<file path="config.mk">
export PLATFORM = sky130hd
export DESIGN_NAME = sorted_two_list_merge_core
export DESIGN_NICKNAME = d
export VERILOG_FILES = /design/src/rtl/core/s2lm_pkg.sv /design/src/rtl/core/sorted_two_list_merge_core.sv /design/src/rtl/core/s2lm_ram.sv /design/src/rtl/core/s2lm_front.sv /design/src/rtl/core/s2lm_outq.sv /design/src/rtl/core/s2lm_back.sv
export SDC_FILE = /design/constraint.sdc
export NUM_CORES = 2
export LEC_CHECK = 0
export ABC_AREA = 1
export ABC_CLOCK_PERIOD_IN_PS = 3400
export BUFFER_PORTS_ARGS = -buffer_cell sky130_fd_sc_hd__buf_2
export CAP_MARGIN = 0
export CORE_MARGIN = 4
export CORE_UTILIZATION = 38
export DETAILED_ROUTE_END_ITERATION = 8
export PLACE_DENSITY = 0.64
export SLEW_MARGIN = 25
export SYNTH_ARGS = -nofsm -noshare
export SYNTH_HDL_FRONTEND = slang
export SYNTH_SLANG_ARGS = --single-unit
</file>
<file path="constraint.sdc">
create_clock -name i_clk -period 3.4 [get_ports i_clk]
set_input_delay 0.17 -clock i_clk [delete_from_list [all_inputs] [get_ports i_clk]]
set_output_delay 0.17 -clock i_clk [all_outputs]
set_load 0.02 [all_outputs]
</file>
<file path="src/rtl/core/s2lm_pkg.sv">
package s2lm_pkg;

    localparam int unsigned VALUE_W     = 32;
    localparam int unsigned CMD_Q_DEPTH = 2;
    localparam int unsigned RES_Q_DEPTH = 4;

    typedef enum logic [1:0] {
        ACT_APPEND_A = 2'd0,
        ACT_APPEND_B = 2'd1,
        ACT_MERGE    = 2'd2
    } t_action;

    typedef enum logic [1:0] {
        ST_IDLE,
        ST_PRIME,
        ST_RUN
    } t_back_state;

    typedef struct packed {
        t_action                    action;
        logic signed [VALUE_W-1:0]  value;
    } t_cmd;

    typedef struct packed {
        logic signed [VALUE_W-1:0]  merged_value;
        logic                       from_list;
        logic                       last;
        logic                       both_empty;
        logic                       overflowed;
    } t_result;

endpackage

</file>
<file path="src/rtl/core/sorted_two_list_merge_core.sv">
// channel   | direction | handshake          | beat fields
// ----------+-----------+--------------------+--------------------------------------------
// command   | in        | push / full        | i_action, i_value
// result    | out       | pop / empty        | o_merged_value, o_from_list, o_last,
//           |           |                    | o_both_empty, o_overflowed
//
// an append is written by the back end while it is idle; a merge picks up the command, then
// primes the registered list reads, then gives one result per cycle from the compare of the two
// list heads while the result queue is not full; a merge of two empty lists gives a single beat
// reset is synchronous and active low; it empties both queues and both lists at once
// a full result queue stalls the merge in place; the command queue keeps taking beats
// until it fills
module sorted_two_list_merge_core #(
    parameter int unsigned LIST_DEPTH = 32
) (
    input  logic              i_clk,
    input  logic              i_rst_n,
    input  logic              push,
    output logic              full,
    input  logic [1:0]        i_action,
    input  logic signed [31:0] i_value,
    output logic              empty,
    input  logic              pop,
    output logic signed [31:0] o_merged_value,
    output logic              o_from_list,
    output logic              o_last,
    output logic              o_both_empty,
    output logic              o_overflowed
);
    import s2lm_pkg::*;

    logic    cmd_valid;
    t_cmd    cmd;
    logic    cmd_pop;
    logic    res_push;
    t_result res_in;
    logic    res_full;
    t_result res_out;

    s2lm_front u_front (
        .i_clk       (i_clk),
        .i_rst_n     (i_rst_n),
        .i_push      (push),
        .o_full      (full),
        .i_action    (i_action),
        .i_value     (i_value),
        .o_cmd_valid (cmd_valid),
        .o_cmd       (cmd),
        .i_cmd_pop   (cmd_pop)
    );

    s2lm_back #(.LIST_DEPTH(LIST_DEPTH)) u_back (
        .i_clk       (i_clk),
        .i_rst_n     (i_rst_n),
        .i_cmd_valid (cmd_valid),
        .i_cmd       (cmd),
        .o_cmd_pop   (cmd_pop),
        .o_res_push  (res_push),
        .o_res       (res_in),
        .i_res_full  (res_full)
    );

    s2lm_outq u_outq (
        .i_clk   (i_clk),
        .i_rst_n (i_rst_n),
        .i_push  (res_push),
        .i_data  (res_in),
        .o_full  (res_full),
        .i_pop   (pop),
        .o_empty (empty),
        .o_data  (res_out)
    );

    assign o_merged_value = res_out.merged_value;
    assign o_from_list    = res_out.from_list;
    assign o_last         = res_out.last;
    assign o_both_empty   = res_out.both_empty;
    assign o_overflowed   = res_out.overflowed;

endmodule

</file>
<file path="src/rtl/core/s2lm_ram.sv">
module s2lm_ram #(
    parameter int unsigned WIDTH = 32,
    parameter int unsigned DEPTH = 32,
    localparam int unsigned AW   = (DEPTH > 1) ? $clog2(DEPTH) : 1
) (
    input  logic             i_clk,
    input  logic             i_we,
    input  logic [AW-1:0]    i_waddr,
    input  logic [WIDTH-1:0] i_wdata,
    input  logic [AW-1:0]    i_raddr,
    output logic [WIDTH-1:0] o_rdata
);

    logic [WIDTH-1:0] r_mem [DEPTH];
    logic [WIDTH-1:0] r_rdata;

    always_ff @(posedge i_clk) begin
        if (i_we) begin
            r_mem[i_waddr] <= i_wdata;
        end
        r_rdata <= r_mem[i_raddr];
    end

    assign o_rdata = r_rdata;

endmodule

</file>
<file path="src/rtl/core/s2lm_front.sv">
module s2lm_front (
    input  logic             i_clk,
    input  logic             i_rst_n,
    input  logic             i_push,
    output logic             o_full,
    input  logic [1:0]       i_action,
    input  logic signed [31:0] i_value,
    output logic             o_cmd_valid,
    output s2lm_pkg::t_cmd   o_cmd,
    input  logic             i_cmd_pop
);
    import s2lm_pkg::*;

    localparam int unsigned PW = (CMD_Q_DEPTH > 1) ? $clog2(CMD_Q_DEPTH) : 1;
    localparam int unsigned CW = $clog2(CMD_Q_DEPTH + 1);

    t_cmd          r_q [CMD_Q_DEPTH];
    logic [PW-1:0] r_wr_ptr, n_wr_ptr;
    logic [PW-1:0] r_rd_ptr, n_rd_ptr;
    logic [CW-1:0] r_cnt, n_cnt;
    logic          accept;
    logic          known;
    logic          enq;
    logic          deq;

    assign o_full      = (r_cnt == CW'(CMD_Q_DEPTH));
    assign o_cmd_valid = (r_cnt != '0);
    assign o_cmd       = r_q[r_rd_ptr];

    assign accept = i_push && !o_full;
    // unused action code is swallowed here and never reaches the back end
    assign known  = i_action inside {ACT_APPEND_A, ACT_APPEND_B, ACT_MERGE};
    assign enq    = accept && known;
    assign deq    = i_cmd_pop && o_cmd_valid;

    always_comb begin
        n_wr_ptr = r_wr_ptr;
        n_rd_ptr = r_rd_ptr;
        n_cnt    = r_cnt;
        if (enq) begin
            n_wr_ptr = (r_wr_ptr == PW'(CMD_Q_DEPTH - 1)) ? '0 : r_wr_ptr + 1'b1;
        end
        if (deq) begin
            n_rd_ptr = (r_rd_ptr == PW'(CMD_Q_DEPTH - 1)) ? '0 : r_rd_ptr + 1'b1;
        end
        if (enq && !deq) begin
            n_cnt = r_cnt + 1'b1;
        end else if (deq && !enq) begin
            n_cnt = r_cnt - 1'b1;
        end
    end

    always_ff @(posedge i_clk) begin
        if (!i_rst_n) begin
            r_wr_ptr <= '0;
            r_rd_ptr <= '0;
            r_cnt    <= '0;
        end else begin
            r_wr_ptr <= n_wr_ptr;
            r_rd_ptr <= n_rd_ptr;
            r_cnt    <= n_cnt;
        end
    end

    always_ff @(posedge i_clk) begin
        if (enq) begin
            r_q[r_wr_ptr] <= '{action: t_action'(i_action), value: i_value};
        end
    end

endmodule

</file>
<file path="src/rtl/core/s2lm_outq.sv">
module s2lm_outq (
    input  logic              i_clk,
    input  logic              i_rst_n,
    input  logic              i_push,
    input  s2lm_pkg::t_result i_data,
    output logic              o_full,
    input  logic              i_pop,
    output logic              o_empty,
    output s2lm_pkg::t_result o_data
);
    import s2lm_pkg::*;

    localparam int unsigned PW = (RES_Q_DEPTH > 1) ? $clog2(RES_Q_DEPTH) : 1;
    localparam int unsigned CW = $clog2(RES_Q_DEPTH + 1);

    t_result       r_q [RES_Q_DEPTH];
    logic [PW-1:0] r_wr_ptr, n_wr_ptr;
    logic [PW-1:0] r_rd_ptr, n_rd_ptr;
    logic [CW-1:0] r_cnt, n_cnt;
    logic          enq;
    logic          deq;

    assign o_full  = (r_cnt == CW'(RES_Q_DEPTH));
    assign o_empty = (r_cnt == '0);
    assign o_data  = r_q[r_rd_ptr];
    assign enq     = i_push && !o_full;
    assign deq     = i_pop && !o_empty;

    always_comb begin
        n_wr_ptr = r_wr_ptr;
        n_rd_ptr = r_rd_ptr;
        n_cnt    = r_cnt;
        if (enq) begin
            n_wr_ptr = (r_wr_ptr == PW'(RES_Q_DEPTH - 1)) ? '0 : r_wr_ptr + 1'b1;
        end
        if (deq) begin
            n_rd_ptr = (r_rd_ptr == PW'(RES_Q_DEPTH - 1)) ? '0 : r_rd_ptr + 1'b1;
        end
        if (enq && !deq) begin
            n_cnt = r_cnt + 1'b1;
        end else if (deq && !enq) begin
            n_cnt = r_cnt - 1'b1;
        end
    end

    always_ff @(posedge i_clk) begin
        if (!i_rst_n) begin
            r_wr_ptr <= '0;
            r_rd_ptr <= '0;
            r_cnt    <= '0;
        end else begin
            r_wr_ptr <= n_wr_ptr;
            r_rd_ptr <= n_rd_ptr;
            r_cnt    <= n_cnt;
        end
    end

    always_ff @(posedge i_clk) begin
        if (enq) begin
            r_q[r_wr_ptr] <= i_data;
        end
    end

endmodule

</file>
<file path="src/rtl/core/s2lm_back.sv">
module s2lm_back #(
    parameter int unsigned LIST_DEPTH = 32
) (
    input  logic              i_clk,
    input  logic              i_rst_n,
    input  logic              i_cmd_valid,
    input  s2lm_pkg::t_cmd    i_cmd,
    output logic              o_cmd_pop,
    output logic              o_res_push,
    output s2lm_pkg::t_result o_res,
    input  logic              i_res_full
);
    import s2lm_pkg::*;

    localparam int unsigned AW = (LIST_DEPTH > 1) ? $clog2(LIST_DEPTH) : 1;
    localparam int unsigned CW = $clog2(LIST_DEPTH + 1);

    t_back_state         r_state, n_state;
    logic [CW-1:0]       r_cnt_a, n_cnt_a;
    logic [CW-1:0]       r_cnt_b, n_cnt_b;
    logic [CW-1:0]       r_ia, n_ia;
    logic [CW-1:0]       r_ib, n_ib;
    logic                r_dropped, n_dropped;

    logic                we_a, we_b;
    logic [VALUE_W-1:0]  rd_a, rd_b;
    logic                a_has, b_has;
    logic                take_a;
    logic                emit;
    logic                done;
    logic                is_append_a, is_append_b, is_merge;

    assign is_append_a = i_cmd_valid && (i_cmd.action == ACT_APPEND_A);
    assign is_append_b = i_cmd_valid && (i_cmd.action == ACT_APPEND_B);
    assign is_merge    = i_cmd_valid && (i_cmd.action == ACT_MERGE);

    // during a merge, read data shows the entry at the current head index
    s2lm_ram #(.WIDTH(VALUE_W), .DEPTH(LIST_DEPTH)) u_ram_a (
        .i_clk   (i_clk),
        .i_we    (we_a),
        .i_waddr (r_cnt_a[AW-1:0]),
        .i_wdata (i_cmd.value),
        .i_raddr (n_ia[AW-1:0]),
        .o_rdata (rd_a)
    );

    s2lm_ram #(.WIDTH(VALUE_W), .DEPTH(LIST_DEPTH)) u_ram_b (
        .i_clk   (i_clk),
        .i_we    (we_b),
        .i_waddr (r_cnt_b[AW-1:0]),
        .i_wdata (i_cmd.value),
        .i_raddr (n_ib[AW-1:0]),
        .o_rdata (rd_b)
    );

    assign a_has  = (r_ia < r_cnt_a);
    assign b_has  = (r_ib < r_cnt_b);
    // ties go to list a
    assign take_a = a_has && (!b_has || ($signed(rd_a) <= $signed(rd_b)));
    assign emit   = (r_state == ST_RUN) && !i_res_full;
    // nothing left once this beat goes; also covers two empty lists
    assign done   = (n_ia == r_cnt_a) && (n_ib == r_cnt_b);

    always_comb begin
        n_state = r_state;
        case (r_state)
            ST_IDLE: begin
                if (is_merge) begin
                    n_state = ST_PRIME;
                end
            end
            ST_PRIME: begin
                n_state = ST_RUN;
            end
            ST_RUN: begin
                if (emit && done) begin
                    n_state = ST_IDLE;
                end
            end
            default: begin
                n_state = ST_IDLE;
            end
        endcase
    end

    always_comb begin
        o_cmd_pop  = 1'b0;
        o_res_push = 1'b0;
        o_res      = '{merged_value: take_a ? rd_a : (b_has ? rd_b : '0),
                       from_list:    !take_a && b_has,
                       last:         done,
                       both_empty:   !a_has && !b_has,
                       overflowed:   r_dropped};
        we_a       = 1'b0;
        we_b       = 1'b0;
        n_cnt_a    = r_cnt_a;
        n_cnt_b    = r_cnt_b;
        n_ia       = r_ia;
        n_ib       = r_ib;
        n_dropped  = r_dropped;
        case (r_state)
            ST_IDLE: begin
                o_cmd_pop = i_cmd_valid;
                if (is_append_a) begin
                    if (r_cnt_a < CW'(LIST_DEPTH)) begin
                        we_a    = 1'b1;
                        n_cnt_a = r_cnt_a + 1'b1;
                    end else begin
                        n_dropped = 1'b1;
                    end
                end
                if (is_append_b) begin
                    if (r_cnt_b < CW'(LIST_DEPTH)) begin
                        we_b    = 1'b1;
                        n_cnt_b = r_cnt_b + 1'b1;
                    end else begin
                        n_dropped = 1'b1;
                    end
                end
            end
            ST_PRIME: begin
                n_ia = r_ia;
            end
            ST_RUN: begin
                if (take_a) begin
                    n_ia = r_ia + 1'b1;
                end else if (b_has) begin
                    n_ib = r_ib + 1'b1;
                end
                if (!emit) begin
                    n_ia = r_ia;
                    n_ib = r_ib;
                end
                o_res_push = emit;
                if (emit && done) begin
                    n_cnt_a   = '0;
                    n_cnt_b   = '0;
                    n_dropped = 1'b0;
                end
            end
            default: begin
                o_cmd_pop = 1'b0;
            end
        endcase
    end

    always_ff @(posedge i_clk) begin
        if (!i_rst_n) begin
            r_state   <= ST_IDLE;
            r_cnt_a   <= '0;
            r_cnt_b   <= '0;
            r_ia      <= '0;
            r_ib      <= '0;
            r_dropped <= 1'b0;
        end else begin
            r_state   <= n_state;
            r_cnt_a   <= n_cnt_a;
            r_cnt_b   <= n_cnt_b;
            r_dropped <= n_dropped;
            if (emit && done) begin
                r_ia <= '0;
                r_ib <= '0;
            end else begin
                r_ia <= n_ia;
                r_ib <= n_ib;
            end
        end
    end

endmodule

</file>
Word level (Yosys, flattened, before mapping)
Memories as Yosys holds them, arrays and structs flattened. A register that Yosys moved wholly into a read port is not among the register bits.
Index checks and enable logic that the tools add are counted.
- memories: 4
- output and inout port bits: 38
- register bits: 38
- RAM bits: 2260
- input port bits: 38
- logic and storage cells: 148
- equality and inequality tests: 18
- muxes and demuxes: 53
- reductions and logical operators: 43
- bitwise logic cells: 1
- add/sub/neg operators: 12
- $lt $le $gt $ge: 5
- memories (memory ; depth ; width ; read ports ; clocked after Yosys merged registers in ; wr ports ; line ; source):
    u_back.u_ram_a.r_mem ; 32 ; 32 ; 1 ; 1 ; 1 ; s2lm_ram.sv:14 ; logic [WIDTH-1:0] r_mem [DEPTH];
    u_back.u_ram_b.r_mem ; 32 ; 32 ; 1 ; 1 ; 1 ; s2lm_ram.sv:14 ;
    u_outq.r_q ; 4 ; 36 ; 1 ; 1 ; 1 ; s2lm_outq.sv:16 ; t_result r_q [RES_Q_DEPTH];
    u_front.r_q ; 2 ; 34 ; 1 ; 1 ; 1 ; s2lm_front.sv:17 ; t_cmd r_q [CMD_Q_DEPTH];
- operators by type and width (operator ; count):
    6-bit two-way mux ; 12
    32-bit two-way mux ; 2
    32-bit less-or-equal comparator ; 1
    1-bit two-way mux ; 25
    6-bit by 1-bit adder with 6-bit output, second input constant ; 4
    6-bit case mux with 2 select lines ; 2
    1-bit logical AND ; 18
    2-bit two-way mux ; 8
    2-bit equality test, second input constant ; 6
    6-bit equality test ; 2
    6-bit less-than comparator ; 2
    6-bit less-than comparator, second input constant ; 2
    1-bit logical NOT ; 10
    2-bit by 1-bit != test with 1-bit output, second input constant ; 5
    4-bit AND reduction ; 2
    2-bit nonzero test ; 4
    2-bit by 1-bit adder with 2-bit output, second input constant ; 3
    2-bit by 1-bit equality test with 1-bit output, second input constant ; 3
    2-bit logical NOT ; 3
    3-bit two-way mux ; 2
    2-bit case mux with 3 select lines ; 1
    2-bit AND reduction ; 2
    3-bit by 1-bit adder with 3-bit output, second input constant ; 1
    3-bit equality test, second input constant ; 1
    other kinds (10) ; 11

Logic depth before layout (Yosys ltp)
- word-level depth: 12
- mapped depth: 31
- gate-level depth less buffers: 29

Cells and area by module
A second synthesis with hierarchy kept.
- cells, all modules: 8158
- area total of the unflattened synthesis: 96791.6 sq um
- by module, submodules not included (module ; area each (sq um) ; sequential area each (sq um) ; cells an instance ; instances):
    s2lm_ram ; 42405.7 ; 31390.1 ; 3536 ; 2
    s2lm_outq ; 5868.1 ; 4504.3 ; 420 ; 1
    s2lm_back ; 3244.4 ; 540.5 ; 522 ; 1
    s2lm_front ; 2867.8 ; 2142.1 ; 144 ; 1

Least setup slack after synthesis
Ideal clock, no wire load.
- path type: flip-flop to flip-flop
- start point: register (tool-made name)
- end point: memory u_back.u_ram_a.r_mem[0][0], enable pin
- setup slack: -0.038 ns
- buffers on the path: 1
- cell stages (with the launch flop): 8
- setup time: 0.421 ns
- period minus slack after synthesis: 3.438 ns
- data required time: 2.979 ns
- data arrival time: 3.017 ns
- path through: dfxtp_1 clkbuf_1 mux2_2 nor2_1 nand2_1 nor3_1 nand2_1 nor2_1
- RTL lines (what ; line):
    end, declared ; s2lm_ram.sv:14

Final worst setup path
- start point: register u_back.u_ram_b.r_rdata[9] (netlist: u_back.u_ram_b.o_rdata[9]) (read register of u_back.u_ram_b.r_mem)
- end point: register u_back.u_ram_a.r_rdata[30] (netlist: u_back.u_ram_a.o_rdata[30]) (read register of u_back.u_ram_a.r_mem)
- longest elaborated chain between the ends: 6
- ends and longest elaborated chain (what ; line ; source):
    start, declared ; s2lm_ram.sv:15 ; logic [WIDTH-1:0] r_rdata;
    32-bit less-or-equal comparator ; s2lm_back.sv:59 ; assign take_a = a_has && (!b_has || ($signed(rd_a) <= $signed(rd_b)));
    1-bit logical OR ; s2lm_back.sv:59 ;
    1-bit logical AND ; s2lm_back.sv:59 ;
    6-bit two-way mux ; s2lm_back.sv:125 ; if (take_a) begin
    6-bit two-way mux ; s2lm_back.sv:130 ; if (!emit) begin
    6-bit two-way mux ; s2lm_back.sv:101 ; case (r_state)
    end, declared ; s2lm_ram.sv:15 ;
No other way between the ends.
A chain may end at the register's enable or synchronous reset.

==> metrics.md <==
| Metric | Value |
|---|---|
| Peak supply drop | between 0.6 and 0.7 mV |
| Yosys reg bits | 2365 |
| Antenna-violating nets left | 0 |
| Initial antenna violation count | 14 |
| Switching pwr | 26.15 mW |
| Final std cells w/o fill | roughly 12000 |
| Die Y | 507.2 um |
| Clock power frac | 0.303 |
| DRT Wirelength | 293100 um |
| Synth Warn # | 0 |
| Leakage | roughly 41 nW |
| Worst setup SP type | flip-flop |
| Share of Yosys cell area claimed by the top area cell type | 0.7167 |
| Drt via density | 5.571 |
| Final hold viol count | 0 |
| WP depth | 28 |
| Top cells by area, synth | edfxtp_1 (72%), o21ai_0 (6.1%), nor2_1 (3.5%), nand2_1 (2.9%), o211ai_1 (2.8%) |
| Worst R2R End | u_back.u_ram_a.o_rdata[30] |
| P per Cell Area | 696.8 mW/mm2 |
| CTS tree | built |
| Avg Inst Size Synth | between 10 and 15 um2 |
| Synth area leader | edfxtp_1 |
| Seq/Total Area, Yosys | 0.7389 |
| Synth Net Count | 7608 |
| Root Buffer | clkbuf_16 |
| Initial Util | 0.3836 |
| Part of the cycle the worst path needs | 1.108 |
| Post-Synthesis Cells | 7510 |
| HPWL after DPL | 165700 um |
| Count leader, synth | edfxtp_1 |
| DRC | 0 |
| Cell variety after synth | 41 |
| Number of global-route vias before repair | 63010 |
| CTS max path bufs | 3 |
| CTS Buf Count | 230 |
| Final setup violation count | 162 |
| WHS Endpoint | u_front.r_q[1][33] |
| Post-synth EDFFs | around 2300 |
| Final Skew | 64.75 ps |
| Top_reg_cell synth | edfxtp_1 |
| Critical path type | reg2reg |
| Status | finished with violations |
| First-pass detailed-route iteration total | 5 |
| Asr flop ratio synth | 0 |
| Drt initial violations | roughly 8700 |
| Internal power | approximately 57 mW |
| Clk pin slew, worst setup/hold paths | 60 ps |
| Max-Cap Viols | 0 |
| Layout cells sized above 1 | 0.2229 |
| First-pass GRT wire length | 416600 um |
| CP dominant cell by count | nand2_1 |
| Period minus WS final | 3768 ps |
| Flop pwr share | 0.433 |
| Max Clock Freq | 0.2654 GHz |
| Via Count | 65990 |
| Rows | 182 |
| Hold depth | 2 |
| Slew @ Worst Pin | just under 1000 ps |
| Gpl congestion | 0.8668 |
| Comb pwr share | 0.264 |
| Clock sink count | 2365 |
| Gr ovfl total | 0 |
| Nets@finish | 8423 |
| Area Overhead vs Synth | 26.70% |
| Die Footprint | 0.2572 mm2 |
| Hold wc startpoint | i_action[1] |
| Post-Place Cells | 11090 |
| Slew margin rel. | 0.3415 |
| Core area | roughly 0.25 mm2 |
| Data arrival, critical path | roughly 4600 ps |
| Reg-to-reg startpoint | u_back.u_ram_b.o_rdata[9] |
| Failing checks | negative setup slack |
| Hold Slack | between 70 and 80 ps |
| FF-to-FF path depth | 28 |
| Mapped cell area | between 0.09 and 0.1 mm2 |
| CP peak stage delay | 400 ps |
| Max-slew violation count | 0 |
| Pin count of the biggest net entering global routing | 73 |
| I/O pin cnt | 76 |
| Slowest-stage cell, CP | dfxtp_4 |
| CP required | 4180 ps |
| Switch share | 0.3128 |
| Post-synth top cells | edfxtp_1 (2260), o21ai_0 (1157), nor2_1 (872) |
| Post-route worst setup slack | -367.9 ps |
| Clk Latency, worst-skew pair | 900 ps |
| IO Port Bufs | between 70 and 80 |
| Setup crit start | u_back.u_ram_b.o_rdata[9] |
| Crit end category | flip-flop |
| DR WL/cell | 24.74 um |
| Crit path buf inv count | 9 |
| Max FO, Critical Path | 8 |
| HP Class | in2reg |
| CP top delay family | simple AND/OR/NAND/NOR gates |
| Die width | between 500 and 600 um |
| Worst R2R Setup Slack | -370 ps |
| PnR Total Power | ~84 mW |
| RSZ-0062 raised after global routing | yes |
| H-tree Lvls | 4 |
| Aggregate global-route resource usage | 0.2152 |
==> worst reg2reg max path: cells and delay by family (launching register included) <==
family	cells	cell delay, ps
flip-flops	1	400
AO/OA/AOI/OAI	2	200
buffers and inverters	9	1250
adder cells (fa/ha/maj)	1	300
AND/OR/NAND/NOR	16	1530
==> sequential cells by signal, indices dropped and copies added (netlist names), named ones only <==
signal,count
u_back.u_ram_a.r_mem,1024
u_back.u_ram_b.r_mem,1024
u_outq.r_q,144
u_front.r_q,68
u_back.u_ram_a.o_rdata,32
u_back.u_ram_b.o_rdata,32
u_back.r_cnt_a,6
u_back.r_cnt_b,6
u_back.r_ia,6
u_back.r_ib,6
u_outq.r_cnt,3
u_back.r_state,2
u_front.r_cnt,2
u_outq.r_rd_ptr,2
u_outq.r_wr_ptr,2
u_back.r_dropped,1
u_front.r_rd_ptr,1
u_front.r_wr_ptr,1
==> how the worst max path moves through the flow <==
stage | end | slack (ps)
finish | u_back.u_ram_a.o_rdata[30] | -370
global route | u_back.u_ram_a.o_rdata[30] | -480
CTS | u_back.u_ram_a.o_rdata[0] | -340
detailed placement | u_back.u_ram_b.o_rdata[11] | -1140
global placement | u_back.u_ram_b.o_rdata[11] | -1170
floorplan | u_back.u_ram_a.r_mem[0][0] | -40
==> layout by cell type, fill, tap and decap left out, types with 19 or more instances in the layout <==
cell | netlist | layout
clkbuf_1 | 206 | 56
a21oi_2 | 0 | 37
edfxtp_1 | 2260 | 2260
clkbuf_8 | 0 | 19
buf_4 | 18 | 506
o211ai_1 | 352 | 352
a21oi_1 | 390 | 352
buf_2 | 219 | 75
ha_1 | 59 | 44
buf_16 | 0 | 61
nand3_2 | 2 | 52
nand2_4 | 2 | 49
dlygate4sd3_1 | 0 | 70
dfxtp_1 | 105 | 84
o22ai_1 | 37 | 37
nand2_1 | 744 | 561
clkbuf_16 | 0 | 273
buf_6 | 1 | 68
nor2_4 | 1 | 81
buf_12 | 0 | 200
mux2_2 | 33 | 32
o21bai_1 | 32 | 32
inv_2 | 17 | 24
clkinv_2 | 0 | 48
o21ai_2 | 0 | 53
clkinv_1 | 3 | 43
nor2_1 | 872 | 750
nor2_2 | 0 | 42
o21ai_0 | 1157 | 909
buf_8 | 0 | 19
nand3_1 | 346 | 288
o21ai_1 | 121 | 314
inv_1 | 455 | 440
nand2_2 | 5 | 129
==> metal layers <==
| layer | GRT usage | wire (um) | vias up |
|---|---|---|---|
| met5 | 0 | 26 | - |
| met1 | 0.2920 | 114000 | 32620 |
| met4 | 0.08234 | 10830 | 4 |
| met2 | 0.3441 | 138000 | 3844 |
| met3 | 0.04105 | 30280 | 618 |
| li1 | - | - | 28900 |
==> per-stage QoR <==
step                cell area [um2]  setup slack (ps)  setup TNS, ps    util
finish                       120000            -367.9         -28760  0.4860
global route                 120000            -483.6         -44270  0.4860
CTS                          116800            -342.0         -24080  0.4731
detailed placement           105100             -1138        -104490  0.4260
global placement             105100             -1168        -115080  0.4260
floorplan                     94690            -38.38         -61880       -
==> cells by family (layout without fill, tap and decap cells) <==
| group | Yosys count | count (layout) | synth area share |
|---|---|---|---|
| flops | 2365 | 2365 | 0.7389 |
| other cells | 0 | 6 | 0 |
| compound gates | 2096 | 2096 | 0.1220 |
| simple gates | 2002 | 2004 | 0.08523 |
| buf+inv | 949 | 1965 | 0.04131 |
| xor+xnor | 5 | 5 | 0.0006079 |
| mux | 33 | 33 | 0.003925 |
| fa+ha+maj | 60 | 60 | 0.008008 |
==> cell type report <==
| cell class | count | area, um2 |
|---|---|---|
| tap | 3312 | 4144 |
| fill | 20630 | 126900 |
| sequential | 2365 | 70010 |
| multi-input combinational | 4198 | 23350 |
| clock buffer | 305 | 6227 |
| clock inverter | 130 | 1289 |
| inverter | 475 | 1867 |
| timing repair inverter | 3 | 55.05 |
| timing repair buffer | 1052 | 13010 |
| antenna | 6 | 15.01 |
==> timing repair <==
item / CTS / global route
buffers inserted: 83 / 86
endpoints found under the hold margin: 107 / 0
pin swaps: 118 / 282
setup endpoints to repair: 222 / 206
hold buffers: 70 / 0
resized for setup: 459 / 569
gates cloned: 46 / 45
==> power by group through the flow <==
stage | registers (mW) | clock network, mW | logic, mW
2_1_floorplan | 36.4 | 0 | 8.67
3_3_place_gp | 36.7 | 0 | 17.8
3_5_place_dp | 36.7 | 0 | 18.1
4_1_cts | 36.1 | 25.6 | 20.1
5_1_grt | 36.2 | 26.9 | 23.3
6_report | 36.2 | 25.3 | 22.1
(Power assumes the default switching activity.)
